--- config.mk ---
export PLATFORM = sky130hd
export DESIGN_NAME = joystick_axis_deadzone_scaler
export DESIGN_NICKNAME = d
export VERILOG_FILES = /design/src/jads_pkg.sv /design/src/jads_div.sv /design/src/jads_datapath.sv /design/src/jads_ctrl.sv /design/src/joystick_axis_deadzone_scaler.sv
export SDC_FILE = /design/constraint.sdc
export NUM_CORES = 1
export LEC_CHECK = 0
export ABC_AREA = 0
export BUFFER_PORTS_ARGS = -buffer_cell sky130_fd_sc_hd__buf_4
export CELL_PAD_IN_SITES_DETAIL_PLACEMENT = 1
export CELL_PAD_IN_SITES_GLOBAL_PLACEMENT = 1
export CORE_ASPECT_RATIO = 2
export CORE_UTILIZATION = 48
export CTS_CLUSTER_DIAMETER = 60
export DETAILED_ROUTE_END_ITERATION = 7
export PLACE_DENSITY = 0.77
export SETUP_SLACK_MARGIN = 0.4
export SYNTH_ARGS = -nofsm -noshare
export SYNTH_HDL_FRONTEND = slang
export SYNTH_SLANG_ARGS = --single-unit
--- constraint.sdc ---
create_clock -name clk -period 19.2 [get_ports clk]
set_clock_uncertainty 0.2 [all_clocks]
set_input_delay 0.96 -clock clk [delete_from_list [all_inputs] [get_ports clk]]
set_output_delay 0.96 -clock clk [all_outputs]
set_load 0.05 [all_outputs]
--- src/jads_pkg.sv ---
// ----------------------------------------------------------------------------
// jads_pkg
// Shared types and constants for the joystick axis deadzone scaler: widths,
// reset values, register indexes, controller states and the command/status
// structs between the controller and the datapath.
// ----------------------------------------------------------------------------
package jads_pkg;

    localparam int SAMPLE_BITS     = 12;
    localparam int CAL_SAMPLES_DEF = 32;
    localparam int PCT_W           = 8;
    localparam int MAG_W           = 7;
    localparam int CFG_IDX_W       = 2;

    localparam logic [MAG_W-1:0]       PCT_FULL     = 7'd100;
    localparam logic [SAMPLE_BITS-1:0] CENTRE_RESET = 12'd2048;
    localparam logic [SAMPLE_BITS-1:0] DZ_RESET     = 12'd100;
    localparam logic [SAMPLE_BITS-1:0] FS_RESET     = 12'd4095;

    // input word commands
    localparam logic CMD_CONVERT   = 1'b0;
    localparam logic CMD_CALIBRATE = 1'b1;

    typedef enum logic [CFG_IDX_W-1:0] {
        REG_DEADZONE        = 2'd0,
        REG_ADC_FULL_SCALE  = 2'd1,
        REG_INVERT_STEERING = 2'd2,
        REG_INVERT_THROTTLE = 2'd3
    } cfg_idx_t;

    typedef enum logic [2:0] {
        ST_IDLE,
        ST_DECODE,
        ST_PREP,
        ST_DIV,
        ST_OUT
    } ctrl_state_t;

    typedef struct packed {
        logic load;
        logic accum;
        logic axis;
        logic div_start;
        logic store_direct;
        logic store_quot;
        logic out_load;
    } dp_cmd_t;

    typedef struct packed {
        logic is_cal;
        logic cal_full;
        logic need_div;
        logic div_done;
        logic out_busy;
    } dp_sts_t;

    // magnitude 0..100 with sign and optional inversion, as an 8 bit percentage
    function automatic logic signed [PCT_W-1:0] pct_apply(
        input logic [MAG_W-1:0] mag,
        input logic             neg,
        input logic             inv
    );
        logic signed [PCT_W-1:0] v;
        v = $signed({1'b0, mag});
        if (neg ^ inv)
        begin
            v = -v;
        end
        return v;
    endfunction

endpackage

--- src/jads_div.sv ---
// ----------------------------------------------------------------------------
// jads_div
// Iterative unsigned restoring divider, two quotient bits per cycle. Divisor
// must be nonzero. Quotient holds after done until the next start.
// ----------------------------------------------------------------------------
module jads_div #(
    parameter int DIV_W = 20,
    parameter int DVS_W = 12
) (
    input  logic             clk,
    input  logic             rst_n,
    input  logic             start,
    input  logic [DIV_W-1:0] dividend,
    input  logic [DVS_W-1:0] divisor,
    output logic             done,
    output logic [DIV_W-1:0] quotient
);
    localparam int STEPS = DIV_W / 2;
    localparam int CNT_W = (STEPS > 1) ? $clog2(STEPS) : 1;

    logic [DIV_W-1:0] quo_reg, quo_next;
    logic [DVS_W-1:0] rem_reg, rem_next;
    logic [DVS_W-1:0] dvs_reg;
    logic [CNT_W-1:0] cnt_reg;
    logic             busy_reg;
    logic             done_reg;

    logic [DVS_W:0]   r1, r2, d_ext;
    logic             ge1, ge2;
    logic [DVS_W-1:0] rem1;

    always_comb
    begin
        d_ext    = {1'b0, dvs_reg};
        r1       = {rem_reg, quo_reg[DIV_W-1]};
        ge1      = (r1 >= d_ext);
        rem1     = ge1 ? DVS_W'(r1 - d_ext) : DVS_W'(r1);
        r2       = {rem1, quo_reg[DIV_W-2]};
        ge2      = (r2 >= d_ext);
        rem_next = ge2 ? DVS_W'(r2 - d_ext) : DVS_W'(r2);
        quo_next = {quo_reg[DIV_W-3:0], ge1, ge2};
    end

    always_ff @(posedge clk or negedge rst_n)
    begin
        if (!rst_n)
        begin
            busy_reg <= 1'b0;
            done_reg <= 1'b0;
            cnt_reg  <= '0;
        end
        else
        begin
            done_reg <= 1'b0;
            if (start)
            begin
                busy_reg <= 1'b1;
                cnt_reg  <= '0;
            end
            else if (busy_reg)
            begin
                cnt_reg <= cnt_reg + 1'b1;
                if (cnt_reg == CNT_W'(STEPS - 1))
                begin
                    busy_reg <= 1'b0;
                    done_reg <= 1'b1;
                end
            end
        end
    end

    always_ff @(posedge clk)
    begin
        if (start)
        begin
            quo_reg <= dividend;
            rem_reg <= '0;
            dvs_reg <= divisor;
        end
        else if (busy_reg)
        begin
            quo_reg <= quo_next;
            rem_reg <= rem_next;
        end
    end

    assign done     = done_reg;
    assign quotient = quo_reg;

endmodule

--- src/jads_datapath.sv ---
// ----------------------------------------------------------------------------
// jads_datapath
// Item, configuration, calibration and output registers, per-axis operand
// setup and the shared divider for centres and percentages.
// ----------------------------------------------------------------------------
module jads_datapath #(
    parameter int CAL_SAMPLES = jads_pkg::CAL_SAMPLES_DEF
) (
    input  logic                                clk,
    input  logic                                rst_n,
    input  jads_pkg::dp_cmd_t                   dp_cmd,
    output jads_pkg::dp_sts_t                   dp_sts,
    input  logic                                cmd,
    input  logic [jads_pkg::SAMPLE_BITS-1:0]    sample_x,
    input  logic [jads_pkg::SAMPLE_BITS-1:0]    sample_y,
    input  logic                                button_pin,
    input  logic                                cfg_write,
    input  logic [jads_pkg::CFG_IDX_W-1:0]      cfg_index,
    input  logic [jads_pkg::SAMPLE_BITS-1:0]    cfg_data,
    input  logic                                out_ready,
    output logic                                out_valid,
    output logic [jads_pkg::SAMPLE_BITS-1:0]    pass_x,
    output logic [jads_pkg::SAMPLE_BITS-1:0]    pass_y,
    output logic signed [jads_pkg::PCT_W-1:0]   steering,
    output logic signed [jads_pkg::PCT_W-1:0]   throttle,
    output logic                                button_down,
    output logic                                centre_updated
);
    import jads_pkg::*;

    localparam int CNT_W   = $clog2(CAL_SAMPLES + 1);
    localparam int SUM_W   = SAMPLE_BITS + CNT_W;
    localparam int NUM_W   = SAMPLE_BITS + MAG_W;
    localparam int DIV_RAW = (SUM_W > NUM_W) ? SUM_W : NUM_W;
    localparam int DIV_W   = DIV_RAW + (DIV_RAW % 2);
    localparam int DW      = SAMPLE_BITS + 2;

    // configuration
    logic [SAMPLE_BITS-1:0] dz_reg, fs_reg;
    logic                   inv_steer_reg, inv_thr_reg;

    // current item
    logic                   cmd_reg, pin_reg;
    logic [SAMPLE_BITS-1:0] x_reg, y_reg;

    // calibration state
    logic [SAMPLE_BITS-1:0] cx_reg, cy_reg;
    logic [SUM_W-1:0]       sx_reg, sy_reg;
    logic [CNT_W-1:0]       cnt_reg;

    // per-item results
    logic signed [PCT_W-1:0] px_reg, py_reg;
    logic                    upd_reg;
    logic                    neg_reg, inv_reg;

    // output register
    logic                    ov_reg;
    logic [SAMPLE_BITS-1:0]  ox_reg, oy_reg;
    logic signed [PCT_W-1:0] osteer_reg, othr_reg;
    logic                    obtn_reg, oupd_reg;

    // axis operand setup
    logic [SAMPLE_BITS-1:0]  code, centre;
    logic [SUM_W-1:0]        sum;
    logic signed [DW-1:0]    diff, dz_s, span, span_p, span_n, dist_s;
    logic                    in_zone, pos, span_ok, inv_sel;
    logic [SAMPLE_BITS-1:0]  dist_u, span_u;
    logic [NUM_W-1:0]        num;
    logic [DIV_W-1:0]        dividend, quotient;
    logic [SAMPLE_BITS-1:0]  divisor;
    logic                    div_done;
    logic [MAG_W-1:0]        mag_direct, mag_quot;
    logic signed [PCT_W-1:0] pct_direct, pct_quot;
    logic [CNT_W:0]          cnt_inc;

    always_comb
    begin
        code    = dp_cmd.axis ? y_reg : x_reg;
        centre  = dp_cmd.axis ? cy_reg : cx_reg;
        sum     = dp_cmd.axis ? sy_reg : sx_reg;
        inv_sel = dp_cmd.axis ? inv_thr_reg : inv_steer_reg;

        dz_s    = $signed({2'b00, dz_reg});
        diff    = $signed({2'b00, code}) - $signed({2'b00, centre});
        in_zone = (diff >= -dz_s) && (diff <= dz_s);
        pos     = (diff > 0);
        span_p  = $signed({2'b00, fs_reg}) - $signed({2'b00, centre}) - dz_s;
        span_n  = $signed({2'b00, centre}) - dz_s;
        span    = pos ? span_p : span_n;
        span_ok = (span > 0);
        span_u  = span[SAMPLE_BITS-1:0];
        dist_s  = pos ? (diff - dz_s) : (-diff - dz_s);
        dist_u  = dist_s[SAMPLE_BITS-1:0];
        num     = NUM_W'(dist_u) * NUM_W'(PCT_FULL);

        dividend = cmd_reg ? DIV_W'(sum) : DIV_W'(num);
        divisor  = cmd_reg ? SAMPLE_BITS'(CAL_SAMPLES) : span_u;

        mag_direct = in_zone ? '0 : PCT_FULL;
        pct_direct = pct_apply(mag_direct, !pos, inv_sel);
        mag_quot   = (quotient > DIV_W'(PCT_FULL)) ? PCT_FULL : quotient[MAG_W-1:0];
        pct_quot   = pct_apply(mag_quot, neg_reg, inv_reg);

        cnt_inc = {1'b0, cnt_reg} + 1'b1;
    end

    jads_div #(
        .DIV_W (DIV_W),
        .DVS_W (SAMPLE_BITS)
    ) u_div (
        .clk      (clk),
        .rst_n    (rst_n),
        .start    (dp_cmd.div_start),
        .dividend (dividend),
        .divisor  (divisor),
        .done     (div_done),
        .quotient (quotient)
    );

    always_comb
    begin
        dp_sts.is_cal   = cmd_reg;
        dp_sts.cal_full = (cnt_inc == (CNT_W + 1)'(CAL_SAMPLES));
        dp_sts.need_div = cmd_reg || (!in_zone && span_ok);
        dp_sts.div_done = div_done;
        dp_sts.out_busy = ov_reg && !out_ready;
    end

    // configuration registers
    always_ff @(posedge clk or negedge rst_n)
    begin
        if (!rst_n)
        begin
            dz_reg        <= DZ_RESET;
            fs_reg        <= FS_RESET;
            inv_steer_reg <= 1'b0;
            inv_thr_reg   <= 1'b0;
        end
        else if (cfg_write)
        begin
            case (cfg_idx_t'(cfg_index))
                REG_DEADZONE:        dz_reg        <= cfg_data;
                REG_ADC_FULL_SCALE:  fs_reg        <= cfg_data;
                REG_INVERT_STEERING: inv_steer_reg <= cfg_data[0];
                REG_INVERT_THROTTLE: inv_thr_reg   <= cfg_data[0];
                default:             dz_reg        <= dz_reg;
            endcase
        end
    end

    // calibration state and centres
    always_ff @(posedge clk or negedge rst_n)
    begin
        if (!rst_n)
        begin
            cx_reg  <= CENTRE_RESET;
            cy_reg  <= CENTRE_RESET;
            sx_reg  <= '0;
            sy_reg  <= '0;
            cnt_reg <= '0;
        end
        else if (dp_cmd.accum)
        begin
            sx_reg  <= sx_reg + SUM_W'(x_reg);
            sy_reg  <= sy_reg + SUM_W'(y_reg);
            cnt_reg <= cnt_inc[CNT_W-1:0];
        end
        else if (dp_cmd.store_quot && cmd_reg)
        begin
            if (dp_cmd.axis)
            begin
                cy_reg  <= quotient[SAMPLE_BITS-1:0];
                // both centres done, restart the run
                sx_reg  <= '0;
                sy_reg  <= '0;
                cnt_reg <= '0;
            end
            else
            begin
                cx_reg <= quotient[SAMPLE_BITS-1:0];
            end
        end
    end

    // item and per-item result registers
    always_ff @(posedge clk)
    begin
        if (dp_cmd.load)
        begin
            cmd_reg <= cmd;
            x_reg   <= sample_x;
            y_reg   <= sample_y;
            pin_reg <= button_pin;
            px_reg  <= '0;
            py_reg  <= '0;
            upd_reg <= 1'b0;
        end
        else
        begin
            if (dp_cmd.div_start)
            begin
                neg_reg <= !pos;
                inv_reg <= inv_sel;
            end
            if (dp_cmd.store_direct)
            begin
                if (dp_cmd.axis)
                    py_reg <= pct_direct;
                else
                    px_reg <= pct_direct;
            end
            if (dp_cmd.store_quot)
            begin
                if (cmd_reg)
                    upd_reg <= dp_cmd.axis;
                else if (dp_cmd.axis)
                    py_reg <= pct_quot;
                else
                    px_reg <= pct_quot;
            end
        end
    end

    // output word
    always_ff @(posedge clk or negedge rst_n)
    begin
        if (!rst_n)
        begin
            ov_reg <= 1'b0;
        end
        else if (dp_cmd.out_load)
        begin
            ov_reg <= 1'b1;
        end
        else if (out_ready)
        begin
            ov_reg <= 1'b0;
        end
    end

    always_ff @(posedge clk)
    begin
        if (dp_cmd.out_load)
        begin
            ox_reg     <= x_reg;
            oy_reg     <= y_reg;
            osteer_reg <= px_reg;
            othr_reg   <= py_reg;
            obtn_reg   <= !pin_reg;
            oupd_reg   <= upd_reg;
        end
    end

    assign out_valid      = ov_reg;
    assign pass_x         = ox_reg;
    assign pass_y         = oy_reg;
    assign steering       = osteer_reg;
    assign throttle       = othr_reg;
    assign button_down    = obtn_reg;
    assign centre_updated = oupd_reg;

endmodule

--- src/jads_ctrl.sv ---
// ----------------------------------------------------------------------------
// jads_ctrl
// Sequencer: takes one input word, runs calibration or the two axis
// conversions through the shared divider, then hands the word to the output.
// ----------------------------------------------------------------------------
module jads_ctrl (
    input  logic                clk,
    input  logic                rst_n,
    input  logic                in_valid,
    output logic                in_ready,
    output jads_pkg::dp_cmd_t   dp_cmd,
    input  jads_pkg::dp_sts_t   dp_sts
);
    import jads_pkg::*;

    ctrl_state_t state_reg, state_next;
    logic        axis_reg, axis_next;

    always_ff @(posedge clk or negedge rst_n)
    begin
        if (!rst_n)
        begin
            state_reg <= ST_IDLE;
            axis_reg  <= 1'b0;
        end
        else
        begin
            state_reg <= state_next;
            axis_reg  <= axis_next;
        end
    end

    always_comb
    begin
        state_next = state_reg;
        axis_next  = axis_reg;
        dp_cmd     = '0;
        dp_cmd.axis = axis_reg;
        in_ready   = 1'b0;

        case (state_reg)
            ST_IDLE:
            begin
                in_ready    = 1'b1;
                dp_cmd.load = in_valid;
                if (in_valid)
                begin
                    state_next = ST_DECODE;
                end
            end
            ST_DECODE:
            begin
                axis_next = 1'b0;
                if (dp_sts.is_cal)
                begin
                    dp_cmd.accum = 1'b1;
                    state_next   = dp_sts.cal_full ? ST_PREP : ST_OUT;
                end
                else
                begin
                    state_next = ST_PREP;
                end
            end
            ST_PREP:
            begin
                if (dp_sts.need_div)
                begin
                    dp_cmd.div_start = 1'b1;
                    state_next       = ST_DIV;
                end
                else
                begin
                    dp_cmd.store_direct = 1'b1;
                    axis_next           = 1'b1;
                    state_next          = axis_reg ? ST_OUT : ST_PREP;
                end
            end
            ST_DIV:
            begin
                if (dp_sts.div_done)
                begin
                    dp_cmd.store_quot = 1'b1;
                    axis_next         = 1'b1;
                    state_next        = axis_reg ? ST_OUT : ST_PREP;
                end
            end
            ST_OUT:
            begin
                // wait for the output register to free up
                if (!dp_sts.out_busy)
                begin
                    dp_cmd.out_load = 1'b1;
                    state_next      = ST_IDLE;
                end
            end
            default:
            begin
                state_next = ST_IDLE;
            end
        endcase
    end

endmodule

--- src/joystick_axis_deadzone_scaler.sv ---
// ----------------------------------------------------------------------------
// joystick_axis_deadzone_scaler
// Joystick X/Y deadzone and percentage scaler with centre calibration.
//
// Input channel (in_valid/in_ready) carries one word: cmd, sample_x,
// sample_y, button_pin. cmd 1 adds the pair into the calibration sums; every
// CAL_SAMPLES calibrate words the centres are recomputed and centre_updated
// is set on that word. cmd 0 converts both axes to -100..100 percent.
// Output channel (out_valid/out_ready) returns one word per input word, in
// order. Config channel (cfg_valid/cfg_ready, always ready) writes deadzone,
// adc_full_scale and the two invert bits by cfg_index; write only when idle.
// A calibrate word that does not complete a run goes from decode straight to
// the output state. A convert word takes each axis through a setup state
// and, outside the dead band with a positive span, through the shared
// two-bit-per-cycle divider; a centre update divides both sums. One word
// is in flight at a time; the next can be taken in the cycle after the
// result is loaded, while that result waits in the output register. If the
// receiver stalls, a finished word waits until the output register is free.
// Reset restores register defaults, centres of 2048 and clears the
// calibration run.
// ----------------------------------------------------------------------------
module joystick_axis_deadzone_scaler #(
    parameter int CAL_SAMPLES = jads_pkg::CAL_SAMPLES_DEF
) (
    input  logic                                clk,
    input  logic                                rst_n,
    input  logic                                in_valid,
    output logic                                in_ready,
    input  logic                                cmd,
    input  logic [jads_pkg::SAMPLE_BITS-1:0]    sample_x,
    input  logic [jads_pkg::SAMPLE_BITS-1:0]    sample_y,
    input  logic                                button_pin,
    output logic                                out_valid,
    input  logic                                out_ready,
    output logic [jads_pkg::SAMPLE_BITS-1:0]    pass_x,
    output logic [jads_pkg::SAMPLE_BITS-1:0]    pass_y,
    output logic signed [jads_pkg::PCT_W-1:0]   steering,
    output logic signed [jads_pkg::PCT_W-1:0]   throttle,
    output logic                                button_down,
    output logic                                centre_updated,
    input  logic                                cfg_valid,
    output logic                                cfg_ready,
    input  logic [jads_pkg::CFG_IDX_W-1:0]      cfg_index,
    input  logic [jads_pkg::SAMPLE_BITS-1:0]    cfg_data
);
    import jads_pkg::*;

    dp_cmd_t dp_cmd;
    dp_sts_t dp_sts;

    assign cfg_ready = 1'b1;

    jads_ctrl u_ctrl (
        .clk      (clk),
        .rst_n    (rst_n),
        .in_valid (in_valid),
        .in_ready (in_ready),
        .dp_cmd   (dp_cmd),
        .dp_sts   (dp_sts)
    );

    jads_datapath #(
        .CAL_SAMPLES (CAL_SAMPLES)
    ) u_datapath (
        .clk            (clk),
        .rst_n          (rst_n),
        .dp_cmd         (dp_cmd),
        .dp_sts         (dp_sts),
        .cmd            (cmd),
        .sample_x       (sample_x),
        .sample_y       (sample_y),
        .button_pin     (button_pin),
        .cfg_write      (cfg_valid & cfg_ready),
        .cfg_index      (cfg_index),
        .cfg_data       (cfg_data),
        .out_ready      (out_ready),
        .out_valid      (out_valid),
        .pass_x         (pass_x),
        .pass_y         (pass_y),
        .steering       (steering),
        .throttle       (throttle),
        .button_down    (button_down),
        .centre_updated (centre_updated)
    );

endmodule

# Yosys cells after proc, flatten, opt, wreduce, memory -nomap -nowiden
# Cells that the tools add are included.
[word_totals] in_bits=45 output_inout_bits=45 register_bits=234 elab_cells=166
[classes] n_mux=64 n_lt_le_gt_ge=7 n_addsub=16 n_eq_ne=13 n_reduce_logical=27 bitwise_logic=5 mul=1
[ops] op="8-bit two-way mux" count=12
[ops] op="18-bit two-way mux" count=5
[ops] op="12-bit two-way mux" count=5
[ops] op="12-bit subtractor" count=4
[ops] op="20-bit two-way mux" count=2
[ops] op="12-bit by 12-bit subtractor with 13-bit output" count=3
[ops] op="18-bit by 12-bit adder with 18-bit output" count=2
[ops] op="13-bit by 12-bit greater-or-equal comparator with 1-bit output" count=2
[ops] op="1-bit two-way mux" count=21
[ops] op="3-bit two-way mux" count=7
[ops] op="20-bit by 7-bit greater-than comparator with 1-bit output, second input constant" count=1
[ops] op="19-bit two-way mux" count=1
[ops] op="6-bit two-way mux" count=3
[ops] op="12-bit by 5-bit multiplier with 17-bit output, second input constant" count=1
[ops] op="7-bit negator with 8-bit output" count=2
[ops] op="3-bit case mux with 5 select lines" count=1
[ops] op="13-bit by 14-bit greater-or-equal comparator with 1-bit output" count=1
[ops] op="14-bit by 1-bit greater-than comparator with 1-bit output, second input constant" count=1
[ops] op="14-bit two-way mux" count=1
[ops] op="7-bit two-way mux" count=2
[ops] op="12-bit negator with 14-bit output" count=1
[ops] op="2-bit AND reduction" count=7
[ops] op="14-bit by 13-bit subtractor with 14-bit output" count=1
[ops] op="13-bit by 1-bit greater-than comparator with 1-bit output, second input constant" count=1
[ops] op="other kinds (26)" count=46

# Longest topological paths before layout
# Gate-level depths: netlist (run 1).
[depth] ltp_word=13 ltp_mapped=36 ltp_nobuf=31

# Cells and area by module
# A second synthesis (run 1) with hierarchy kept.
[hier_totals] hier_cells=1730 hier_area_um2=17332.9
[modules_own_cells] module="jads_datapath" cells_each=1386 area_each_um2=13706.9 seq_area_each_um2=4790.8 n_inst=1
[modules_own_cells] module="jads_div" cells_each=302 area_each_um2=3298.2 seq_area_each_um2=1351.3 n_inst=1
[modules_own_cells] module="jads_ctrl" cells_each=40 area_each_um2=316.6 seq_area_each_um2=100.1 n_inst=1
[modules_own_cells] module="joystick_axis_deadzone_scaler" cells_each=2 area_each_um2=11.3 seq_area_each_um2=0.0 n_inst=1

# Worst setup path after synthesis (run 1)
# No wires, ideal clock.
[synth_timing] path_type="flip-flop to flip-flop" start="reg u_ctrl.axis_reg" end="reg u_datapath.u_div.quo_reg[18] (netlist: u_datapath.u_div.quotient[18]) (data pin)" setup_ns=0.260 stages_incl_launch_ff=34 path_slack_ns=10.667 path_buffers=6 period_less_slack_ns=8.533 required_time_ns=18.740 arrival_time_ns=8.073 path_cell_list="dfrtp_1 -> clkbuf_1 -> clkbuf_1 -> buf_1 -> clkbuf_1 -> mux2i_1 -> ha_1 -> inv_1 -> fa_1 -> a21o_1 -> a221oi_2 -> o221ai_2 -> xor2_2 -> nor4_4 -> a31oi_4 -> clkbuf_1 -> buf_1 -> mux2_2 -> ha_1 -> ha_1 -> inv_1 -> fa_1 -> inv_1 -> ha_1 -> a21oi_1 -> o21ai_0 -> a211oi_1 -> o21bai_1 -> a21oi_1 -> o21ai_0 -> a31oi_1 -> xor2_1 -> nor2_1 -> mux2_2"
[synth_via] elab_chain_cells=10 elab_cells_between_ends=24 cone_classes="add/sub: 7; mul: 1; order compare: 4; mux: 8; reduce/logical: 4"
[synth_lines] item="start: declaration" line="jads_ctrl.sv:17" rtl="logic axis_reg, axis_next;"
[synth_lines] item="start signal: assignment" line="jads_ctrl.sv:29" rtl="axis_reg <= axis_next;"
[synth_lines] item="branches (longest 9 deep; another with 12-bit by 5-bit multiplier with 17-bit output)"
[synth_lines] item="20-bit two-way mux *" line="jads_div.sv:74" rtl="if (start)"
[synth_lines] item="end signal: assignment" line="jads_div.sv:76" rtl="quo_reg <= dividend;"
[synth_lines] item="end signal: assignment" line="jads_div.sv:82" rtl="quo_reg <= quo_next;"
[synth_lines] item="end: declaration" line="jads_div.sv:21" rtl="logic [DIV_W-1:0] quo_reg, quo_next;"
# Mark *: on every way between the ends.
# A chain may end at the register's enable or synchronous reset.

# Worst setup path in the final report (run 1)
# Ends and elaborated chain as after synthesis.

==> results of run 1 <==
[worst reg2reg max path, delay by kind of cell (launching register included)]
kind,cells,cell delay (ns)
mux,2,0.68
compound gates,10,2.38
xor+xnor,2,0.70
simple gates,3,0.38
buf+inv,6,1.07
fa+ha+maj,6,2.08
flops,1,0.91
[through the flow]
stage	util [%]	instances	worst slack (ns)	hold slack, ns
5_1_grt	54.2	2308	10.07	0.250
3_5_place_dp	51.8	2264	10.54	0.219
2_1_floorplan	-	1783	10.67	0.208
6_report	54.2	2308	10.55	0.220
3_3_place_gp	51.8	2264	10.71	0.217
4_1_cts	54.2	2308	10.49	0.217
[metal layers]
metal	up-vias	share of wire (%)
met5	-	0
met1	7071	34
met3	153	2.6
met2	272	56
met4	0	7.4
li1	6597	-
[cell usage in the layout (no fill, tap or decap), types with 13 or more instances in the layout]
cell	instances
nor2_1	147
o21bai_1	20
nor2b_1	24
mux2_2	89
xor2_1	32
o31ai_1	13
o21ai_0	103
dfrtp_1	85
and3_1	17
nand2_1	120
edfxtp_1	102
mux2i_1	60
dfxtp_1	29
fa_1	17
a21o_1	26
o21a_1	22
nand3_1	44
dfstp_2	17
inv_1	132
ha_1	175
nand2b_1	13
nor3_1	45
a21oi_1	104
clkbuf_16	25
buf_4	95
nand4_1	17
xnor2_1	71
a211oi_1	29
[worst min-delay path by stage]
stage / start / end / slack [ns]
2_1_floorplan: u_datapath.py_reg[1] / u_datapath.throttle[1] / 0.21
3_3_place_gp: u_datapath.upd_reg / u_datapath.centre_updated / 0.22
3_5_place_dp: u_datapath.py_reg[6] / u_datapath.throttle[6] / 0.22
4_1_cts: rst_n / u_datapath.dz_reg[1] / 0.22
5_1_grt: rst_n / u_datapath.dz_reg[0] / 0.25
6_report: rst_n / u_datapath.dz_reg[0] / 0.22
[kinds of logic (layout without fill, tap and decap cells)]
group	Yosys count	count (layout)	synth area share (%)
buffers and inverters	192	272	4.39
other	1	1	0.0218
multiplexers	150	150	9.38
AND/OR/NAND/NOR	479	479	13.2
flip-flops	234	234	36.3
adder cells (fa/ha/maj)	195	195	14.9
XOR/XNOR	104	104	5.34
AO/OA/AOI/OAI	428	428	16.5
[layout make-up]
type                    count  area (sq um)  share of cell area, %
clock buffers              31           658                   3.45
clock inverters            13           203                   1.06
inverters                 133           499                   2.62
multi-input cells        1357         10200                   53.5
flip-flops and latches    234          6240                   32.7
well taps                 445           557                   2.92
repair buffers             95           713                   3.74
==> flow_metrics.py, run 1 <==
metrics = {
    "floorplan": {
        "die_h_um": 270,
        "die-area_sq_mm": 0.0366,
        "boundaryPins": 90,
        "core_area_sq_mm": 0.0352,
        "rows": 97,
        "die_x_um": 136,
        "start_util_pct": 48.9,
    },
    "critical_path": {
        "cp_slowest_cell": "dfrtp_2",
        "critPathRequiredTime_ns": 19.29,
        "path_class": "flop to flop",
        "crit_top_cell": "inv_1",
        "crit_cells": 29,
        "crit_path_end_kind": "flop",
        "critPathMaxStageDelay_ns": 0.91,
        "cp.buffers_inverters": 6,
        "cp-startpoint": "u_ctrl.axis_reg",
        "arrival_ns": 8.74,
        "r2r_setup_slack_ns": 10.55,
        "cp_max_fo": 36,
        "setup.worst_path.end": "u_datapath.u_div.quotient[18]",
        "start_kind": "flop",
        "reg2reg_to": "u_datapath.u_div.quotient[18]",
        "r2r_cells": 29,
        "r2r_start": "u_ctrl.axis_reg",
        "cpLargestDelayFamily": "compound AO/OA/AOI/OAI gates",
    },
    "yosys": {
        "synth.area.top_cells": "edfxtp_1 (18%), ha_1 (13%), dfrtp_1 (13%)",
        "synth_top_area_share_pct": 17.8,
        "syn-instance-count": 1783,
        "synth_edf_count": 102,
        "syn-cell-area_sq_mm": 0.0172,
        "synth_cell_types": 83,
        "avgSynthCellArea_sq_um": 9.65,
        "yosysWarnings": 0,
        "syn-num-nets": 2020,
        "synth-seq-area-share_pct": 36.3,
        "synth-async-reset-ratio_pct": 44.0,
        "ys_seq_elements": 234,
        "synth-main-ff-cell": "edfxtp_1",
        "yosysMostFrequentCell": "ha_1",
        "synth_area_leader_cell": "edfxtp_1",
        "synth.top_cells.by_count": "ha_1 (175), nor2_1 (147), inv_1 (132), nand2_1 (120), a21oi_1 (104)",
    },
    "cells_and_area": {
        "area_growth_syn_to_layout_pct": 11.0,
        "drive_gt1_share_pct": 13.9,
        "final_area_sq_mm": 0.0191,
        "largest_reg_flops": 20,
        "diodes": 0,
        "final_net_count": 2082,
        "fillers": 3998,
    },
    "routing": {
        "drt_iter0_markers": 608,
        "dr.pass1.iters": 5,
        "routedWlPerCell_um": 23.6,
        "drtAntennaViolNets": 0,
        "num_vias": 14100,
        "drc": 0,
        "viasPerCell": 6.11,
        "drt-total-wl_um": 54500,
    },
    "global_route": {
        "antenna_found_initial": 0,
        "first_global_vias": 15700,
        "track_usage_pct": 30.4,
        "grt_max_degree": 65,
        "top_usage_layer": "met2",
        "gr-usage-met3_pct": 2.91,
        "gr-total-overflow": 0,
        "grt_pass1_wl_um": 85400,
        "met2_usage_pct": 59.3,
        "met1_usage_pct": 29.1,
    },
    "clocking": {
        "cts_sinks": 234,
        "clockBufferDepth": 3,
        "post_cts_resized": 0,
        "cts-root-buf": "clkbuf_16",
        "htreeDepth": 1,
        "cts_buffers": 24,
        "cts_setup_buffers": 0,
        "cts_tree": "built",
        "ctsHoldBuffers": 0,
        "path_clk_slew_ns": 0.07,
        "clk_latency_ns": 0.54,
    },
    "sta": {
        "period_minus_slack_ns": 8.65,
        "finalCritPeriodShare_pct": 45.0,
        "setup_violations": 0,
        "finalHoldViolCount": 0,
        "fin_tns_setup_ns": 0,
        "rsz0062_at_grt": "false",
        "slew-limit-headroom_pct": 17.9,
        "report.final.slew_viol_count": 0,
        "clock.fmax_mhz": 116,
        "worst_pin_slew_ns": 1.23,
    },
    "placed_design": {
        "post_dp_cell_area_sq_mm": 0.0182,
        "routabilityCongestion": 0.944,
        "port_buffers": 88,
        "dpl.hpwl_um": 43400,
    },
    "min_path": {
        "hold_class": "input pin to async pin",
    },
    "status": {
        "status": "finished, final reports clean",
    },
    "flow_run": {
        "cap_violations": 0,
    },
}
Power of run 1 is left out: the tool's default activity adds up to more than one toggle a clock period on the data nets, which glitch-free logic cannot reach.
==> run 2, diff against run 1 <==
Settings changed: CORE_UTILIZATION 48 to 45, PLACE_DENSITY 0.77 to 0.75.
Clock period 19.2 ns to 7.2 ns, I/O delays scaled along.
==> flow_metrics.py, run 2 (synthesized netlist as in run 1, its figures left out) <==
metrics = {
    "cells_and_area": {
        "area_growth_syn_to_layout_pct": 21.6,
        "diodes": 0,
        "final_core_util_pct": 55.4,
        "final_net_count": 2207,
        "largest_reg_flops": 20,
        "final_area_sq_mm": 0.0209,
        "final_cell_mix": "buf_4 (168), ha_1 (151), nor2_1 (144)",
        "drive_gt1_share_pct": 22.6,
        "final_cells": 2451,
        "fillers": 4119,
        "final_common_cell": "buf_4",
    },
    "floorplan": {
        "core_area_sq_mm": 0.0378,
        "boundaryPins": 90,
        "die_h_um": 278,
        "rows": 101,
        "start_util_pct": 45.5,
        "die_x_um": 140,
        "die-area_sq_mm": 0.0391,
    },
    "placed_design": {
        "routabilityCongestion": 0.913,
        "port_buffers": 88,
        "dpl.hpwl_um": 42700,
        "dp.cells": 2323,
        "post_dp_cell_area_sq_mm": 0.0187,
    },
    "sta": {
        "worst_pin_slew_ns": 1.27,
        "period_minus_slack_ns": 6.96,
        "finalHoldViolCount": 0,
        "rsz0062_at_grt": "true",
        "finalCritPeriodShare_pct": 96.7,
        "fin_tns_setup_ns": 0,
        "report.final.slew_viol_count": 0,
        "setup_violations": 0,
        "clock.fmax_mhz": 144,
        "slew-limit-headroom_pct": 15.2,
    },
    "clocking": {
        "clockBufferDepth": 3,
        "cts_buffers": 25,
        "clk_latency_ns": 0.55,
        "htreeDepth": 1,
        "cts_tree": "built",
        "path_clk_slew_ns": 0.07,
        "cts-root-buf": "clkbuf_16",
        "cts_sinks": 234,
    },
    "routing": {
        "routedWlPerCell_um": 22.8,
        "drtAntennaViolNets": 0,
        "viasPerCell": 5.93,
        "dr.pass1.iters": 4,
        "num_vias": 14500,
        "drc": 0,
        "drt-total-wl_um": 55900,
        "drt_iter0_markers": 464,
    },
    "min_path": {
        "min_from": "cfg_index[0]",
        "hold_depth": 3,
        "hold-path-endpoint": "u_datapath.inv_steer_reg",
        "hold_class": "input pin to flop",
    },
    "global_route": {
        "track_usage_pct": 28.5,
        "first_global_vias": 15900,
        "grt_pass1_wl_um": 86100,
        "antenna_found_initial": 0,
        "gr-total-overflow": 0,
        "grt_max_degree": 64,
    },
    "critical_path": {
        "critPathMaxStageDelay_ns": 0.50,
        "path_class": "flop to flop",
        "arrival_ns": 7.05,
        "r2r_cells": 29,
        "r2r_setup_slack_ns": 0.24,
        "crit_path_end_kind": "flop",
        "start_kind": "flop",
        "r2r_start": "u_ctrl.axis_reg",
        "cp_max_fo": 8,
        "critPathRequiredTime_ns": 7.29,
        "cp_slowest_cell": "fa_1",
        "reg2reg_to": "u_datapath.u_div.quotient[17]",
    },
    "flow_run": {
        "cap_violations": 0,
    },
    "status": {
        "status": "finished, final reports clean",
    },
}
## run 2: cell count changes in the layout (fill, tap and decap cells not counted), sizes merged
cell and delta:
buf +79, bufbuf +1, bufinv -1, clkbuf -5, clkinv +2, clkinvlp +2, dlygate4sd3 +44, inv +3
## run 2: stage by stage
step	hold WS, ns	setup WS, ns
floorplan	-0.136	0.159
global placement	0.196	0.0907
detailed placement	0.200	-0.0684
CTS	0.0187	0.250
global route	0.0491	-0.00202
finish	0.0570	0.239
## run 2: timing repair
item | 4_1_cts | 5_1_grt
cloned | 1 | 0
endpoints found under the setup margin | 27 | 79
hold buffers | 44 | 0
gates resized for setup | 38 | 76
pin swaps | 24 | 38
buffers inserted | 24 | 14
hold endpoints to repair | 94 | 0
## run 2: final cells by class
cell class / instances / area, sq um / share of cell area, %
flip-flops and latches: 234 / 6240 / 29.8
inverters: 133 / 509 / 2.43
clock buffers: 26 / 629 / 3.01
repair buffers: 219 / 1830 / 8.76
well taps: 463 / 579 / 2.77
clock inverters: 19 / 229 / 1.09
multi-input cells: 1357 / 10900 / 52.1
## run 2: per-layer routing
layer	share of wire, %	track usage [%]	vias up
met5	0	0	-
li1	-	-	6845
met1	35	27.8	7288
met2	57	57.4	251
met4	5.8	15.3	0
met3	2.5	2.62	143
## run 2: critical path: cells and delay by family, from the launching register on
| family | cells | cell delay, ns |
|---|---|---|
| buffers and inverters | 5 | 0.40 |
| flip-flops | 1 | 0.49 |
| AND/OR/NAND/NOR | 4 | 0.84 |
| multiplexers | 3 | 0.88 |
| AO/OA/AOI/OAI | 9 | 1.76 |
| adder cells (fa/ha/maj) | 6 | 1.81 |
| XOR/XNOR | 2 | 0.29 |
## run 2: how the worst max path moves through the flow
stage,from,cells after the start,endpoint
finish,u_ctrl.axis_reg,29,u_datapath.u_div.quotient[17]
global route,u_ctrl.axis_reg,29,u_datapath.u_div.quotient[17]
CTS,u_ctrl.axis_reg,28,u_datapath.u_div.quotient[17]
detailed placement,u_ctrl.axis_reg,24,u_datapath.u_div.quotient[17]
global placement,u_ctrl.axis_reg,24,u_datapath.u_div.quotient[17]
floorplan,u_ctrl.axis_reg,35,u_datapath.u_div.quotient[15]
Power of run 2 is left out for the same reason.
